**src/design/mqe_pkg.sv**
```systemverilog
// ----------------------------------------------------------------------------
// mqe_pkg
// Shared types, constants and helpers for the mail body QP line encoder.
// ----------------------------------------------------------------------------
`default_nettype none

package mqe_pkg;

   localparam int unsigned DATA_W     = 8;
   localparam int unsigned POS_W      = 7;
   localparam int unsigned PHASE_W    = 3;
   localparam int unsigned HELD_DEPTH = 4;
   localparam int unsigned HELD_IDX_W = 2;
   localparam int unsigned LINE_LIMIT = 75;
   localparam int unsigned CSR_ADDR_W = 2;
   localparam int unsigned CSR_DATA_W = 32;

   // register map (byte addresses)
   localparam logic [CSR_ADDR_W-1:0] REG_CONVERT_8BIT = 2'd0;

   // prefix phase codes: 1..4 = that many "From " bytes held
   localparam logic [PHASE_W-1:0] PH_START = 3'd0;
   localparam logic [PHASE_W-1:0] PH_LAST  = 3'd4;
   localparam logic [PHASE_W-1:0] PH_BODY  = 3'd5;

   localparam logic [DATA_W-1:0] CH_EQ    = 8'h3D;
   localparam logic [DATA_W-1:0] CH_DOT   = 8'h2E;
   localparam logic [DATA_W-1:0] CH_SPACE = 8'h20;
   localparam logic [DATA_W-1:0] CH_CR    = 8'h0D;
   localparam logic [DATA_W-1:0] CH_LF    = 8'h0A;
   localparam logic [DATA_W-1:0] CH_CASE  = 8'h20;
   localparam logic [DATA_W-1:0] CH_TOP   = 8'h7E;

   // lower-case "from", matched against byte | 0x20
   localparam logic [DATA_W-1:0] FROM_WORD [HELD_DEPTH] = '{8'h66, 8'h72, 8'h6F, 8'h6D};

   // first action after decoding an item
   typedef enum logic [2:0] {
      STEP_NONE,
      STEP_FLUSH,
      STEP_DOT,
      STEP_CHAR,
      STEP_ESC,
      STEP_BODY,
      STEP_CR
   } step_type;

   // output character source
   typedef enum logic [2:0] {
      SEL_HELD,
      SEL_DOT,
      SEL_EQ,
      SEL_HI,
      SEL_LO,
      SEL_BYTE,
      SEL_CR,
      SEL_LF
   } sel_type;

   typedef enum logic [13:0] {
      ST_IDLE   = 14'b00000000000001,
      ST_PRE    = 14'b00000000000010,
      ST_FLUSH  = 14'b00000000000100,
      ST_DOT    = 14'b00000000001000,
      ST_BODY   = 14'b00000000010000,
      ST_SB_EQ  = 14'b00000000100000,
      ST_SB_CR  = 14'b00000001000000,
      ST_SB_LF  = 14'b00000010000000,
      ST_ESC_EQ = 14'b00000100000000,
      ST_ESC_HI = 14'b00001000000000,
      ST_ESC_LO = 14'b00010000000000,
      ST_CHAR   = 14'b00100000000000,
      ST_CR     = 14'b01000000000000,
      ST_LF     = 14'b10000000000000
   } state_type;

   typedef struct packed {
      logic    load;      // latch incoming item
      logic    pre;       // decode cycle: update prefix state
      logic    emit;      // load output register
      sel_type sel;
      logic    last;
      logic    line_end;  // LF closes the line
   } cmd_type;

   typedef struct packed {
      step_type          step;
      step_type          after_flush;
      logic              flush_done;
      logic              need_sb;
      logic              esc_body;
      logic              esc_held;
      logic              eol;
      logic              out_free;
      logic [POS_W-1:0]  line_pos;
   } status_type;

   function automatic logic [DATA_W-1:0] hex_char(input logic [3:0] nib);
      logic [DATA_W-1:0] wide;
      wide = {4'h0, nib};
      hex_char = (nib < 4'd10) ? (wide + 8'h30) : (wide + 8'h37);
   endfunction

endpackage

`default_nettype wire

```
**src/design/mail_body_qp_line_encoder.sv**
```systemverilog
// ----------------------------------------------------------------------------
// mail_body_qp_line_encoder
// Quoted-printable / dot-stuffing encoder for mail body lines.
// ----------------------------------------------------------------------------
// Usage:
//  - req_*: one item per body byte (tdata), tuser[0] = byte present,
//    tlast = line end. A line end with no byte is legal and just closes the
//    line with CR LF.
//  - rsp_*: one encoded character per item on tdata; tlast marks the final
//    character caused by an input item. Items that produce nothing (a held
//    "From " prefix byte, or no byte and no line end) give no output.
//  - csr_*: one register at byte address 0, bit 0 = convert_8bit. Write it
//    only while the block is idle.
// Sequence: an item is accepted, then decoded, then gives its output characters,
//  0 to 9 of them, one per step, with a check step ahead of a QP body byte.
//  An escaped QP byte gives = and two hex digits, a soft break gives = CR LF
//  and a line end gives CR LF. The pace is set by the single-character output
//  register fed by the step sequencer.
// Stall: the sequencer holds while the output register is full and rsp_tready
//  is low; the next item is taken while the last character of the previous
//  one still waits in the output register.
// Reset: synchronous; clears mode, line position and prefix state.
// ----------------------------------------------------------------------------
`default_nettype none

module mail_body_qp_line_encoder (
   input  wire                               clock,
   input  wire                               reset,
   // input items
   input  wire                               req_tvalid,
   output logic                              req_tready,
   input  wire  [mqe_pkg::DATA_W-1:0]        req_tdata,   // [7:0] data_byte
   input  wire  [0:0]                        req_tuser,   // [0] has_byte
   input  wire                               req_tlast,   // end_of_line
   // result items
   output logic                              rsp_tvalid,
   input  wire                               rsp_tready,
   output logic [mqe_pkg::DATA_W-1:0]        rsp_tdata,   // [7:0] out_char
   output logic                              rsp_tlast,   // last_of_run
   // configuration
   input  wire                               csr_psel,
   input  wire                               csr_penable,
   input  wire                               csr_pwrite,
   input  wire  [mqe_pkg::CSR_ADDR_W-1:0]    csr_paddr,
   input  wire  [mqe_pkg::CSR_DATA_W-1:0]    csr_pwdata,
   output logic [mqe_pkg::CSR_DATA_W-1:0]    csr_prdata,
   output logic                              csr_pready
);
   import mqe_pkg::*;

   logic       convert_ff, convert_in;
   logic       csr_write;
   cmd_type    cmd;
   status_type status;

   // ---- configuration register ----
   assign csr_pready = 1'b1;
   assign csr_write  = csr_psel && csr_penable && csr_pwrite && csr_pready;

   always_comb begin
      convert_in = convert_ff;
      if (csr_write && (csr_paddr == REG_CONVERT_8BIT)) convert_in = csr_pwdata[0];
   end

   always_ff @(posedge clock) begin
      if (reset) convert_ff <= 1'b0;
      else       convert_ff <= convert_in;
   end

   assign csr_prdata = (csr_paddr == REG_CONVERT_8BIT) ? {{(CSR_DATA_W-1){1'b0}}, convert_ff}
                                                       : '0;

   // ---- sequencer and datapath ----
   mqe_ctrl u_ctrl (
      .clock      (clock),
      .reset      (reset),
      .req_tvalid (req_tvalid),
      .req_tready (req_tready),
      .status     (status),
      .cmd        (cmd)
   );

   mqe_dp u_dp (
      .clock        (clock),
      .reset        (reset),
      .convert_8bit (convert_ff),
      .data_byte    (req_tdata),
      .has_byte     (req_tuser[0]),
      .end_of_line  (req_tlast),
      .cmd          (cmd),
      .status       (status),
      .rsp_tvalid   (rsp_tvalid),
      .rsp_tready   (rsp_tready),
      .rsp_tdata    (rsp_tdata),
      .rsp_tlast    (rsp_tlast)
   );

   // ---- assertions ----
   // decode cycle always follows an accepted item
   a_busy_after_accept: assert property (@(posedge clock) disable iff (reset)
      (req_tvalid && req_tready) |=> !req_tready)
      else $error("block ready right after accepting an item");

   // an empty item (no byte, no line end) returns to idle after decode
   a_empty_item: assert property (@(posedge clock) disable iff (reset)
      (req_tvalid && req_tready && !req_tuser[0] && !req_tlast) |=> ##1 req_tready)
      else $error("empty item did not return to idle");

   // soft breaks keep the line position within the limit
   a_pos_bound: assert property (@(posedge clock) disable iff (reset)
      status.line_pos <= POS_W'(LINE_LIMIT))
      else $error("line position beyond line limit");

   // nothing is emitted into a full, stalled output register
   a_no_overrun: assert property (@(posedge clock) disable iff (reset)
      (rsp_tvalid && !rsp_tready) |-> !cmd.emit)
      else $error("output register overwritten while stalled");

endmodule

`default_nettype wire

```
**src/design/mqe_ctrl.sv**
```systemverilog
// ----------------------------------------------------------------------------
// mqe_ctrl
// Sequencer: walks one item through flush, dot, escape, soft break, character and CRLF steps.
// ----------------------------------------------------------------------------
`default_nettype none

module mqe_ctrl (
   input  wire                      clock,
   input  wire                      reset,
   input  wire                      req_tvalid,
   output logic                     req_tready,
   input  wire mqe_pkg::status_type status,
   output mqe_pkg::cmd_type         cmd
);
   import mqe_pkg::*;

   state_type state_ff, state_in;

   function automatic state_type step_state(input step_type s);
      case (s)
         STEP_FLUSH: step_state = ST_FLUSH;
         STEP_DOT:   step_state = ST_DOT;
         STEP_CHAR:  step_state = ST_CHAR;
         STEP_ESC:   step_state = ST_ESC_EQ;
         STEP_BODY:  step_state = ST_BODY;
         STEP_CR:    step_state = ST_CR;
         default:    step_state = ST_IDLE;
      endcase
   endfunction

   assign req_tready = (state_ff == ST_IDLE);

   always_comb begin
      logic emitting;
      emitting     = 1'b0;
      state_in     = state_ff;
      cmd.load     = 1'b0;
      cmd.pre      = 1'b0;
      cmd.sel      = SEL_BYTE;
      cmd.last     = 1'b0;
      cmd.line_end = 1'b0;
      unique case (state_ff)
         ST_IDLE: begin
            cmd.load = req_tvalid;
            if (req_tvalid) state_in = ST_PRE;
         end
         ST_PRE: begin
            cmd.pre  = 1'b1;
            state_in = step_state(status.step);
         end
         ST_FLUSH: begin
            emitting = 1'b1;
            cmd.sel  = SEL_HELD;
            if (status.out_free)
               state_in = status.flush_done ? step_state(status.after_flush) : ST_FLUSH;
         end
         ST_DOT: begin
            emitting = 1'b1;
            cmd.sel  = SEL_DOT;
            if (status.out_free) state_in = ST_CHAR;
         end
         ST_BODY: begin
            if (status.need_sb)       state_in = ST_SB_EQ;
            else if (status.esc_body) state_in = ST_ESC_EQ;
            else                      state_in = ST_CHAR;
         end
         ST_SB_EQ: begin
            emitting = 1'b1;
            cmd.sel  = SEL_EQ;
            if (status.out_free) state_in = ST_SB_CR;
         end
         ST_SB_CR: begin
            emitting = 1'b1;
            cmd.sel  = SEL_CR;
            if (status.out_free) state_in = ST_SB_LF;
         end
         ST_SB_LF: begin
            emitting = 1'b1;
            cmd.sel  = SEL_LF;
            if (status.out_free) state_in = status.esc_body ? ST_ESC_EQ : ST_CHAR;
         end
         ST_ESC_EQ: begin
            emitting = 1'b1;
            cmd.sel  = SEL_EQ;
            if (status.out_free) state_in = ST_ESC_HI;
         end
         ST_ESC_HI: begin
            emitting = 1'b1;
            cmd.sel  = SEL_HI;
            if (status.out_free) state_in = ST_ESC_LO;
         end
         ST_ESC_LO: begin
            emitting = 1'b1;
            cmd.sel  = SEL_LO;
            cmd.last = !status.esc_held && !status.eol;
            if (status.out_free) begin
               if (status.esc_held) state_in = ST_FLUSH;
               else                 state_in = status.eol ? ST_CR : ST_IDLE;
            end
         end
         ST_CHAR: begin
            emitting = 1'b1;
            cmd.sel  = SEL_BYTE;
            cmd.last = !status.eol;
            if (status.out_free) state_in = status.eol ? ST_CR : ST_IDLE;
         end
         ST_CR: begin
            emitting = 1'b1;
            cmd.sel  = SEL_CR;
            if (status.out_free) state_in = ST_LF;
         end
         ST_LF: begin
            emitting     = 1'b1;
            cmd.sel      = SEL_LF;
            cmd.last     = 1'b1;
            cmd.line_end = 1'b1;
            if (status.out_free) state_in = ST_IDLE;
         end
         default: state_in = ST_IDLE;
      endcase
      cmd.emit = emitting && status.out_free;
   end

   always_ff @(posedge clock) begin
      if (reset) state_ff <= ST_IDLE;
      else       state_ff <= state_in;
   end

endmodule

`default_nettype wire

```
**src/design/mqe_dp.sv**
```systemverilog
// ----------------------------------------------------------------------------
// mqe_dp
// Datapath: item latch, prefix store, line position, decode and output register.
// ----------------------------------------------------------------------------
`default_nettype none

module mqe_dp (
   input  wire                          clock,
   input  wire                          reset,
   input  wire                          convert_8bit,
   input  wire  [mqe_pkg::DATA_W-1:0]   data_byte,
   input  wire                          has_byte,
   input  wire                          end_of_line,
   input  wire mqe_pkg::cmd_type        cmd,
   output mqe_pkg::status_type          status,
   output logic                         rsp_tvalid,
   input  wire                          rsp_tready,
   output logic [mqe_pkg::DATA_W-1:0]   rsp_tdata,
   output logic                         rsp_tlast
);
   import mqe_pkg::*;

   localparam logic [POS_W-1:0] LimitPlain = POS_W'(LINE_LIMIT);
   localparam logic [POS_W-1:0] LimitEsc   = POS_W'(LINE_LIMIT - 2);

   // item latch
   logic [DATA_W-1:0]     byte_ff, byte_in;
   logic                  has_ff, has_in;
   logic                  eol_ff, eol_in;

   // line state
   logic [PHASE_W-1:0]    phase_ff, phase_in;
   logic [POS_W-1:0]      pos_ff, pos_in;
   logic [DATA_W-1:0]     held_ff [HELD_DEPTH];

   // per-item sequencing state
   logic [HELD_IDX_W-1:0] idx_ff, idx_in;
   logic [PHASE_W-1:0]    cnt_ff, cnt_in;
   logic                  esc_held_ff, esc_held_in;
   logic                  esc_add_ff, esc_add_in;
   logic                  flush_eol_ff, flush_eol_in;

   // output register
   logic                  valid_ff, valid_in;
   logic [DATA_W-1:0]     char_ff, char_in;
   logic                  last_ff, last_in;

   logic                  match, in_prefix, is_dot;
   logic                  dec_hold, dec_from, dec_flush, dec_dot_plain, dec_dot_qp;
   logic [DATA_W-1:0]     esc_byte;
   logic                  esc_body;
   step_type              step;

   // ---- decode of the latched item against the line state ----
   assign in_prefix = (phase_ff != PH_START) && (phase_ff != PH_BODY);
   assign is_dot    = (byte_ff == CH_DOT);
   assign match     = (phase_ff == PH_LAST) ? (byte_ff == CH_SPACE)
                    : ((byte_ff | CH_CASE) == FROM_WORD[phase_ff[HELD_IDX_W-1:0]]);

   assign dec_hold      = has_ff && convert_8bit && match &&
                          (((phase_ff == PH_START) && !is_dot) ||
                           (in_prefix && (phase_ff != PH_LAST)));
   assign dec_from      = has_ff && convert_8bit && (phase_ff == PH_LAST) && match;
   assign dec_flush     = has_ff && in_prefix && (!convert_8bit || !match);
   assign dec_dot_plain = has_ff && !convert_8bit && (phase_ff == PH_START) && is_dot;
   assign dec_dot_qp    = has_ff && convert_8bit && (phase_ff == PH_START) && is_dot;

   always_comb begin
      if (!has_ff) begin
         if (!eol_ff)        step = STEP_NONE;
         else if (in_prefix) step = STEP_FLUSH;
         else                step = STEP_CR;
      end else if (dec_hold)                step = eol_ff ? STEP_FLUSH : STEP_NONE;
      else if (dec_flush)                   step = STEP_FLUSH;
      else if (dec_dot_plain)               step = STEP_DOT;
      else if (!convert_8bit)               step = STEP_CHAR;
      else if (dec_dot_qp || dec_from)      step = STEP_ESC;
      else                                  step = STEP_BODY;
   end

   // escape rule for a body byte; a space is escaped only when its own item ends the line
   assign esc_body = (byte_ff == CH_EQ) || (byte_ff < CH_SPACE) || (byte_ff > CH_TOP) ||
                     (eol_ff && (byte_ff == CH_SPACE));
   assign esc_byte = esc_held_ff ? held_ff[0] : byte_ff;

   assign status.step        = step;
   assign status.after_flush = flush_eol_ff ? STEP_CR
                             : ((convert_8bit && !esc_held_ff) ? STEP_BODY : STEP_CHAR);
   assign status.flush_done  = ({1'b0, idx_ff} == (cnt_ff - 3'd1));
   assign status.need_sb     = pos_ff >= (esc_body ? LimitEsc : LimitPlain);
   assign status.esc_body    = esc_body;
   assign status.esc_held    = esc_held_ff;
   assign status.eol         = eol_ff;
   assign status.out_free    = !valid_ff || rsp_tready;
   assign status.line_pos    = pos_ff;

   // ---- next-state logic ----
   always_comb begin
      byte_in      = byte_ff;
      has_in       = has_ff;
      eol_in       = eol_ff;
      phase_in     = phase_ff;
      pos_in       = pos_ff;
      idx_in       = idx_ff;
      cnt_in       = cnt_ff;
      esc_held_in  = esc_held_ff;
      esc_add_in   = esc_add_ff;
      flush_eol_in = flush_eol_ff;
      char_in      = char_ff;
      last_in      = last_ff;
      valid_in     = valid_ff && !rsp_tready;

      if (cmd.load) begin
         byte_in = data_byte;
         has_in  = has_byte;
         eol_in  = end_of_line;
      end

      if (cmd.pre) begin
         cnt_in       = dec_hold ? (phase_ff + 3'd1) : phase_ff;
         idx_in       = dec_from ? HELD_IDX_W'(1) : HELD_IDX_W'(0);
         esc_held_in  = dec_from;
         esc_add_in   = !(dec_from || dec_dot_qp);
         flush_eol_in = eol_ff && (dec_hold || (!has_ff && in_prefix));
         if (dec_hold)    phase_in = phase_ff + 3'd1;
         else if (has_ff) phase_in = PH_BODY;
         // first body byte of a QP line restarts the position count
         if (convert_8bit && has_ff && (phase_ff == PH_START) && !dec_hold)
            pos_in = dec_dot_qp ? POS_W'(1) : POS_W'(0);
      end

      if (cmd.emit) begin
         valid_in = 1'b1;
         last_in  = cmd.last;
         case (cmd.sel)
            SEL_HELD: begin
               char_in = held_ff[idx_ff];
               idx_in  = idx_ff + HELD_IDX_W'(1);
               // held bytes restart the line count in QP mode
               if (convert_8bit) pos_in = POS_W'(idx_ff) + POS_W'(1);
            end
            SEL_DOT: char_in = CH_DOT;
            SEL_EQ:  char_in = CH_EQ;
            SEL_HI:  char_in = hex_char(esc_byte[7:4]);
            SEL_LO: begin
               char_in = hex_char(esc_byte[3:0]);
               if (esc_add_ff) pos_in = pos_ff + POS_W'(3);
            end
            SEL_BYTE: begin
               char_in = byte_ff;
               if (convert_8bit) pos_in = pos_ff + POS_W'(1);
            end
            SEL_CR:  char_in = CH_CR;
            SEL_LF: begin
               char_in = CH_LF;
               pos_in  = '0;
               if (cmd.line_end) phase_in = PH_START;
            end
            default: char_in = char_ff;
         endcase
      end
   end

   always_ff @(posedge clock) begin
      if (reset) begin
         phase_ff <= PH_START;
         pos_ff   <= '0;
         valid_ff <= 1'b0;
      end else begin
         phase_ff <= phase_in;
         pos_ff   <= pos_in;
         valid_ff <= valid_in;
      end
   end

   always_ff @(posedge clock) begin
      byte_ff      <= byte_in;
      has_ff       <= has_in;
      eol_ff       <= eol_in;
      idx_ff       <= idx_in;
      cnt_ff       <= cnt_in;
      esc_held_ff  <= esc_held_in;
      esc_add_ff   <= esc_add_in;
      flush_eol_ff <= flush_eol_in;
      char_ff      <= char_in;
      last_ff      <= last_in;
   end

   // prefix store, written only while a "From " match is in progress
   always_ff @(posedge clock) begin
      if (cmd.pre && dec_hold) held_ff[phase_ff[HELD_IDX_W-1:0]] <= byte_ff;
   end

   assign rsp_tvalid = valid_ff;
   assign rsp_tdata  = char_ff;
   assign rsp_tlast  = last_ff;

endmodule

`default_nettype wire

```
**config.mk**
```make
export PLATFORM = sky130hd
export DESIGN_NAME = mail_body_qp_line_encoder
export DESIGN_NICKNAME = d
export VERILOG_FILES = /design/src/design/mqe_pkg.sv /design/src/design/mail_body_qp_line_encoder.sv /design/src/design/mqe_ctrl.sv /design/src/design/mqe_dp.sv
export SDC_FILE = /design/constraint.sdc
export NUM_CORES = 1
export LEC_CHECK = 0
export ABC_CLOCK_PERIOD_IN_PS = 3400
export BUFFER_PORTS_ARGS = -buffer_cell sky130_fd_sc_hd__buf_4
export CAP_MARGIN = 20
export CORE_ASPECT_RATIO = 0.5
export CORE_MARGIN = 4
export CORE_UTILIZATION = 50
export CTS_CLUSTER_DIAMETER = 50
export DETAILED_ROUTE_END_ITERATION = 10
export PLACE_DENSITY = 0.7
export SLEW_MARGIN = 40
export SYNTH_ARGS = -nofsm -noshare
export SYNTH_HDL_FRONTEND = slang
export SYNTH_SLANG_ARGS = --single-unit
```
**constraint.sdc**
```tcl
create_clock -name clock -period 3.4 [get_ports clock]
set_input_delay 0.51 -clock clock [delete_from_list [all_inputs] [get_ports clock]]
set_output_delay 0.51 -clock clock [all_outputs]
set_load 0.05 [all_outputs]
```
* Word-level counts from Yosys, hierarchy flattened
Memories as Yosys holds them, arrays and structs flattened. A register that Yosys moved wholly into a read port is not among the register bits. Index checks and enable logic that the tools add are counted.
Word-level totals: flip-flop bits (word level) 53, bits in writable memories 32, input port bits 51, output and inout bits 44, logic and storage cells 209, memories 1
Operators by class: $add $sub $neg 10, magnitude comparators 6, equality and inequality tests 53, mux-type cells 69, bitwise operators 1, reductions and logical operators 54
Memory list:
- u_dp.held_ff | words 4, bits a word 8, read ports 2, clocked after Yosys merged registers in 1, write ports 1, RTL line mqe_dp.sv:34 | logic [DATA_W-1:0] held_ff [HELD_DEPTH];
Operators with widths (number):
- $mux W14 | 14
- $pmux W14 S14 | 1
- $pmux W13 S6 | 2
- $pmux W8 S8 | 1
- $mux W3 | 16
- $mux W7 | 6
- $mux W8 | 5
- $eq A3 B3 Y1 const B | 11
- $add A4 B6 Y7 const B | 4
- $pmux W7 S4 | 1
- $logic_and A1 B1 Y1 | 27
- $mux W13 | 2
- $eq A8 B6 Y1 const B | 3
- $ne A2 B1 Y1 const B | 11
- $pmux W3 S7 | 1
- $eq A3 B2 Y1 const B | 6
- $bmux W8 S2 | 1
- $eq A14 B1 Y1 const B | 1
- $eq A14 B10 Y1 const B | 1
- $eq A14 B11 Y1 const B | 1
- $eq A14 B12 Y1 const B | 1
- $eq A14 B13 Y1 const B | 1
- $eq A14 B14 Y1 const B | 1
- $eq A14 B2 Y1 const B | 1
- other kinds (36) | 74

* Longest topological paths before layout
Gate-level depths: netlist of the first run.
depth in word-level cells 17, depth in mapped cells 13, mapped depth without buffers 12

* By module
A second synthesis of the first run with hierarchy kept.
Second synthesis, totals: cell total of the unflattened synthesis 591, area total of the unflattened synthesis 5669.2 um^2
By module, submodules not included:
- mqe_dp | times used 1, cells an instance 382, area an instance 4110.2 um^2, seq. area each 1971.9 um^2
- mqe_ctrl | times used 1, cells an instance 168, area an instance 1244.9 um^2, seq. area each 280.3 um^2
- mail_body_qp_line_encoder | times used 1, cells an instance 41, area an instance 314.1 um^2, seq. area each 20.0 um^2

* Worst setup path before layout of the first run
No wires, ideal clock.
path type reg-to-reg, start point reg u_ctrl.state_ff[8], end point reg u_ctrl.state_ff[11], library setup time 0.059 ns, arrival 3.032 ns, data required time 3.341 ns, slack 0.309 ns, cell stages (with the launch flop) 12, buffers on the path 4, path through dfxtp_1 buf_6 or4_4 buf_6 or3_1 buf_2 nor3_2 nand2b_1 o21a_1 buf_6 nor2_1 a22o_1
On the way: word-level cells in the longest chain between the ends 3, elaborated cells between the ends (all ways) 28
Ends and longest elaborated chain:
- start: declaration | RTL line mqe_ctrl.sv:17 | state_type state_ff, state_in;
- start signal: assignment | RTL line mqe_ctrl.sv:126 | else state_ff <= state_in;
- $eq A14 B1 Y1 (*)
- net req_tready | RTL line mail_body_qp_line_encoder.sv:31 | output logic req_tready,
- $ne A2 B2 Y1 (no line)
- $reduce_and A12 Y1 (no line)
The timed path passes the listed nets; every way through them passes the cells marked *. A chain may end at the register's enable or synchronous reset.

* Worst setup path after layout of the first run
start point reg u_ctrl.state_ff[6], end point reg u_dp.pos_ff[5]
On the way: word-level cells in the longest chain between the ends 6, elaborated cells between the ends (all ways) 30
Ends and longest elaborated chain:
- $eq A14 B8 Y1, or another cell as far along | RTL line mqe_ctrl.sv:42 | unique case (state_ff)
- $reduce_or A2 Y1 (no line) / $mux W1 (equally long branches)
- $pmux W3 S7 / $mux W7 (equally long branches) | RTL line mqe_ctrl.sv:42, mqe_dp.sv:119
- $eq A3 B3 Y1, or another cell as far along | RTL line mqe_dp.sv:135 | case (cmd.sel)
- $pmux W7 S4 | RTL line mqe_dp.sv:135
- $mux W7 (*) | RTL line mqe_dp.sv:132 | if (cmd.emit) begin
- end signal: assignment | RTL line mqe_dp.sv:171 | pos_ff <= pos_in;
- end: declaration | RTL line mqe_dp.sv:33 | logic [POS_W-1:0] pos_ff, pos_in;
Mark *: on every way between the ends. The rest lies on a longest branch, timed or not.

==> results of run 1 <==
synthesized netlist by cell type, drive strengths merged, types with 4 or more instances:
cell	number	area, um^2
a211oi	7	52.6
a21oi	22	110
a22o	6	52.6
a31oi	9	56.3
a32oi	4	35.0
and2	6	37.5
and3	10	62.6
buf	46	330
clkbuf	18	67.6
dfxtp	28	561
edfxtp	57	1710
ha	12	150
inv	15	56.3
mux2i	14	140
mux4	8	180
nand2	40	150
nand2b	12	75.1
nand3	13	65.1
nand4	8	50.1
nor2	50	190
nor2b	5	31.3
nor3	13	70.1
nor4	14	158
nor4b	5	77.6
o21a	4	30.0
o21ai	28	144
o22ai	6	37.5
o31ai	4	30.0
or4	8	71.3
or4b	6	60.1
xnor2	9	78.8
xor2	7	61.3
metrics by stage:
| step | hold slack [ps] | power, uW |
|---|---|---|
| after floorplan | 451 | 1990 |
| after global placement | 478 | 2170 |
| after detailed placement | 479 | 2190 |
| after CTS | 333 | 3120 |
| after global routing | 325 | 3280 |
| final | 340 | 3130 |
cell type report:
type / instances / area (um^2) / share of cell area [%]
Multi-Input combinational cell: 410 / 2800 / 46.9
Sequential cell: 85 / 2270 / 38.1
Timing Repair Buffer: 51 / 383 / 6.42
Clock buffer: 9 / 225 / 3.78
Tap cell: 140 / 175 / 2.94
Inverter: 15 / 56.3 / 0.945
Clock inverter: 6 / 53.8 / 0.903
registers in the layout, indices dropped and copies added, names as in the netlist, 2 cells and up:
register         count
u_dp.held_ff        32
u_ctrl.state_ff     14
u_dp.byte_ff         8
u_dp.rsp_tdata       8
u_dp.pos_ff          7
u_dp.cnt_ff          3
u_dp.phase_ff        3
u_dp.idx_ff          2
repair_timing:
action,CTS,global route
resized for setup,0,1
setup buffers,0,3
setup endpoints to repair,0,1
per-layer routing:
layer	GRT usage, %	share of wire (%)	routed length [um]	vias to the layer above
li1	-	-	-	2041
met1	30.8	48	6440	2106
met2	33.2	43	5800	169
met3	4.53	6.7	896	21
met4	6.70	1.8	240	0
met5	0	0	0	-
logic make-up (layout without fill, tap and decap cells):
family / count (synthesis) / count (layout) / share of synthesized area, %
adders and majority gates: 12 / 12 / 2.78
AOI/OAI and AO/OA: 119 / 119 / 14.9
DFF: 85 / 85 / 42.0
muxes: 25 / 25 / 6.55
and+or+nand+nor: 206 / 206 / 22.6
xor gates and xnor gates: 16 / 16 / 2.59
other: 2 / 32 / 0.139
buffers and inverters: 79 / 81 / 8.40
power breakdown:
| group | internal (uW) | switching [uW] | leakage, uW |
|---|---|---|---|
| logic | 325 | 532 | 0.00135 |
| clock network | 507 | 439 | 0.000135 |
| registers | 1200 | 123 | 0.000742 |
| total | 2040 | 1090 | 0.00222 |
worst max-delay path by stage:
stage / startpoint / endpoint / slack (ps) / cells past startpoint
floorplan: u_ctrl.state_ff[8] / u_ctrl.state_ff[11] / 310 / 11
global placement: u_dp.byte_ff[6] / u_ctrl.state_ff[11] / 300 / 12
detailed placement: u_dp.byte_ff[6] / u_ctrl.state_ff[11] / 250 / 12
CTS: u_dp.byte_ff[6] / u_ctrl.state_ff[11] / 210 / 12
global route: u_dp.byte_ff[1] / u_ctrl.state_ff[11] / 90 / 12
finish: u_ctrl.state_ff[6] / u_dp.pos_ff[5] / 230 / 7
worst reg2reg max path, delay by kind of cell, from the launching register on:
family           cells  cell delay (ps)
AND/OR/NAND/NOR      5             2180
AO/OA/AOI/OAI        2              470
flip-flops           1              410
==> metrics, run 1 <==
status=finished clean; path depth of the worst reg2reg path=7; CP Data Required Time=3630 ps; vias=4,337; Top delay family on crit path=simple AND/OR/NAND/NOR gates; Clock Sink Count=85; critical path fanouts, max=12; Slew @ Worst Pin=708 ps; Final Critical Period=3170 ps; fin cells=716; slowest cell delay on critical path=780 ps; Worst EP arrival=3400 ps; Longest Clk Path Bufs=2; Mapped Cells=544; WL per Instance=18.7 um; WP buf/inv=0; Setup-failing EPs final=0; cts bufs inserted=9; Congestion Overflow GR=0; cell count after placement=698; first drt pass iteration count=5; top_reg_cell synth=edfxtp_1; fraction of layout cells with a size suffix above 1=18.8%; CTS tree=done; commonest non-fill, non-tap cells in the layout=edfxtp_1 (57), buf_4 (51), nor2_1 (49), nand2_1 (40), conb_1 (32); worst r2r src=u_ctrl.state_ff[6]; post-synthesis cell area=5400 um^2; fraction of registers with async set/reset=0%; slowest CP cell=or4_1; Core Util, Final=57.4%; critical-path cell list=or4_1 > nor4_2 > nor2_1 > a32o_2 > nor4b_4 > nand2b_1 > a31oi_1; crit path kind=reg -> reg; Yosys cell types=74; Area Growth Syn to Fin=10.3%; Worst-Skew Late Latency=340 ps; most common cell after layout, fill and taps aside=edfxtp_1; die area=12,600 um^2; DR iter-0 viols=485; warnings from Yosys=0; clock-pin slew on the worst setup and hold paths=70 ps; num rows=26; Setup TNS=0 ps; Hold Startpoint=req_tdata[5]; die width=155 um; max_cap viols=0; hold worst-path end=u_dp.byte_ff[5]; Tcrit/Tclk final=93.4%; post-synthesis sequential area ratio=42.0%; Total Routing Usage GR=21.6%; Initial Util=52.1%; PortBufs=31; Max Fclk=0.315 GHz; Post-DRT Antenna Nets=0; Hold Fails Final Rpt=0; HP Class=in -> reg; DRC viols=0; pwr dens=525 nW/um^2; clock root buffer=clkbuf_16; reg-to-reg slack, setup=230 ps; Die H=81.5 um; vias in the first global route=3,852; via-per-instance ratio=6.06; final layout net count=635; largest net degree at the start of global routing=18; hold-fix buffers at CTS=0; htree depth=3; Ports=95; crit start category=flip-flop; Finished Cell Area=5960 um^2; Placer Congestion=0.937; Leakage=0.00222 uW; Synth Register Bits=85; worst setup margin=225 ps; peak supply drop=0.321 mV; Antenna Cells=0; RSZ-0062 raised after global routing=no; global-route wire length before repair=21.1 mm; Routed WL=13.4 mm; CP Capture Type=flip-flop; Synth Area per Inst=9.93 um^2; Fillers=904; Post-synth EDFFs=57; core region area=10,400 um^2; DP Area=5660 um^2; Max Slew Vio Count=0; initial antenna violation count=0; dpl hpwl=9.87 mm; reg2reg end=u_dp.pos_ff[5]; Rel. slew slack=52.3%; Hold Crit Depth=1; Clock Skew=4.85 ps; dpl ws=250 ps
(Power assumes the default switching activity.)
==> inputs of run 2 (changes only) <==
Settings changed: MAX_ROUTING_LAYER set to met4.
==> run 2 against run 1 <==
  * Clock skew is 4.6 ps higher
  * Sequential share of layout area rose by 0.064 points
  * Critical path depth decreased by 2
  * Clock power increased by 6%
  * Highest routed layer unchanged
  * Power up 1.5%
  * Utilization is 0.096 points lower
  * Global-route usage increased by 1.0 points
==> metrics, run 2 (same netlist as run 1, synthesis figures left out) <==
Clock Sink Count=85 (unchanged); CTS tree=done (unchanged); crit start category=flip-flop (unchanged); Setup TNS=0 ps (unchanged); Hold Fails Final Rpt=0 (unchanged); end of the critical path=req_tready (was u_dp.pos_ff[5]); Total Routing Usage GR=22.6% (was 21.6%); CP Capture Type=output port (was flip-flop); Die H=81.5 um (unchanged); global-route wire length before repair=21.5 mm (was 21.1 mm); via-per-instance ratio=6.05 (was 6.06); cts bufs inserted=9 (unchanged); RSZ-0062 raised after global routing=no (unchanged); hold-fix buffers at CTS=0 (unchanged); dpl hpwl=9.85 mm (was 9.87 mm); sw frac=34.0% (was 34.9%); Multi-input gate area=2800 um^2 (unchanged); WL per Instance=18.6 um (was 18.7 um); pwr dens=534 nW/um^2 (was 525 nW/um^2); DRC viols=0 (unchanged); Max Slew Vio Count=0 (unchanged); Clock power frac=31.6% (was 30.2%); final layout net count=631 (was 635); Setup-failing EPs final=0 (unchanged); Post-CTS Resized=0 (unchanged); Congestion Overflow GR=0 (unchanged); Max Fclk=0.314 GHz (was 0.315 GHz); Final Critical Period=3190 ps (was 3170 ps); Placer Congestion=0.954 (was 0.937); Antenna Cells=0 (unchanged); max_cap viols=0 (unchanged); Ports=95 (unchanged); crit path kind=reg -> out (was reg -> reg); Leakage=0.00222 uW (about the same); HP Class=in -> reg (unchanged); path depth of the worst reg2reg path=7 (unchanged); Worst Setup SP=u_ctrl.state_ff[6] (unchanged); fin cells=713 (was 716); Longest Clk Path Bufs=2 (unchanged); initial antenna violation count=0 (unchanged); first drt pass iteration count=5 (unchanged); PortBufs=31 (unchanged); commonest non-fill, non-tap cells in the layout=edfxtp_1 (57), nor2_1 (49), buf_4 (47), nand2_1 (40), conb_1 (32) (was edfxtp_1 (57), buf_4 (51), nor2_1 (49), nand2_1 (40), conb_1 (32)); largest net degree at the start of global routing=18 (unchanged); Int Power=2100 uW (was 2040 uW); Area Growth Syn to Fin=10.1% (was 10.3%); num rows=26 (unchanged); Top delay family on crit path=simple AND/OR/NAND/NOR gates (unchanged); max reg flops=32 (unchanged); Routed WL=13.3 mm (was 13.4 mm); Post-DRT Antenna Nets=0 (unchanged); Finished Cell Area=5950 um^2 (was 5960 um^2); Combinational Power Share=26.5% (was 27.4%); reg-to-reg slack, setup=220 ps (was 230 ps); Initial Util=52.1% (unchanged); htree depth=3 (unchanged); CP Data Required Time=2890 ps (was 3630 ps); Storage cell area=2270 um^2 (unchanged); most common cell after layout, fill and taps aside=edfxtp_1 (unchanged); vias=4,314 (was 4,337); critical-path cell list=or4_1 > or3_1 > buf_4 > nor3_2 > buf_4 (was or4_1 > nor4_2 > nor2_1 > a32o_2 > nor4b_4 > nand2b_1 > a31oi_1); worst r2r src=u_ctrl.state_ff[6] (unchanged); Power, Total=3180 uW (was 3130 uW); WP buf/inv=2 (was 0); CP dominant cell by count=buf_4; clock-pin slew on the worst setup and hold paths=70 ps (about the same); Worst EP arrival=2680 ps (was 3400 ps); met2 GRT Util=34.6% (was 33.2%); Clock Skew=9.42 ps (was 4.85 ps); core region area=10,400 um^2 (unchanged); die area=12,600 um^2 (unchanged); slowest CP cell=or4_1 (unchanged); reg2reg end=u_dp.pos_ff[5] (unchanged); Rel. slew slack=52.9% (was 52.3%); Slew @ Worst Pin=700 ps (was 708 ps); switching power=1080 uW (was 1090 uW); critical path fanouts, max=12 (unchanged); Global Route met3 Usage=6.00% (was 4.53%); Core Util, Final=57.3% (was 57.4%); peak supply drop=0.263 mV (was 0.321 mV); status=finished clean (unchanged); critical path depth=5 (was 7); grt met1 use=29.9% (was 30.8%); Tcrit/Tclk final=93.8% (was 93.4%); DP Area=5650 um^2 (was 5660 um^2); vias in the first global route=4,047 (was 3,852); Seq pwr share=41.9% (was 42.4%); setup bufs post-CTS=0 (unchanged); clock root buffer=clkbuf_16 (unchanged); slowest cell delay on critical path=810 ps (was 780 ps); fraction of layout cells with a size suffix above 1=18.2% (was 18.8%); DR iter-0 viols=419 (was 485); most used routing layer=met2 (unchanged); Fillers=871 (was 904); cell count after placement=697 (was 698); Worst-Skew Late Latency=350 ps (was 340 ps); die width=155 um (unchanged)
[run 2: routing by layer]
| layer | share of wire, % | routed length [um] |
|---|---|---|
| met5 | 0 | 0 |
| met4 | 1.2 | 165 |
| met3 | 8.8 | 1170 |
| met2 | 45 | 5940 |
| met1 | 45 | 5990 |
[run 2: power by group through the flow]
stage,Clock [uW],Combinational (uW),Sequential [uW]
2_1_floorplan,0,669,1320
3_3_place_gp,0,827,1350
3_5_place_dp,0,834,1350
4_1_cts,1020,839,1330
5_1_grt,1060,912,1350
6_report,1000,843,1330
[run 2: worst min path at each step]
stage	startpoint	end	slack [ps]	depth (start not counted)
final	req_tuser	u_dp.has_ff	330	1
after global routing	req_tdata[7]	u_dp.byte_ff[7]	320	1
after CTS	req_tuser	u_dp.has_ff	320	1
after detailed placement	u_dp.pos_ff[5]	u_dp.pos_ff[5]	480	1
after global placement	u_dp.pos_ff[5]	u_dp.pos_ff[5]	480	1
after floorplan	u_dp.pos_ff[5]	u_dp.pos_ff[5]	450	1
[run 2: through the flow]
step | hold WS [ps] | setup slack [ps]
after floorplan | 451 | 309
after global placement | 476 | 254
after detailed placement | 476 | 258
after CTS | 325 | 196
after global routing | 324 | 40.7
final | 334 | 211
[run 2: worst register-to-register path: stages (launching register included)]
cell and delay (ps):
dfxtp_1 410, or4_1 810, nor4_2 590, nor2_1 150
a32o_2 370, nor4b_4 410, nand2b_1 230, a31oi_1 100
[run 2: area by class of cell]
| cell class | instances | area share (%) |
|---|---|---|
| Clock buffer | 10 | 3.85 |
| Sequential cell | 85 | 38.2 |
| Tap cell | 140 | 2.94 |
| Multi-Input combinational cell | 410 | 47.0 |
| Clock inverter | 6 | 1.18 |
| Timing Repair Buffer | 47 | 5.93 |
| Inverter | 15 | 0.946 |
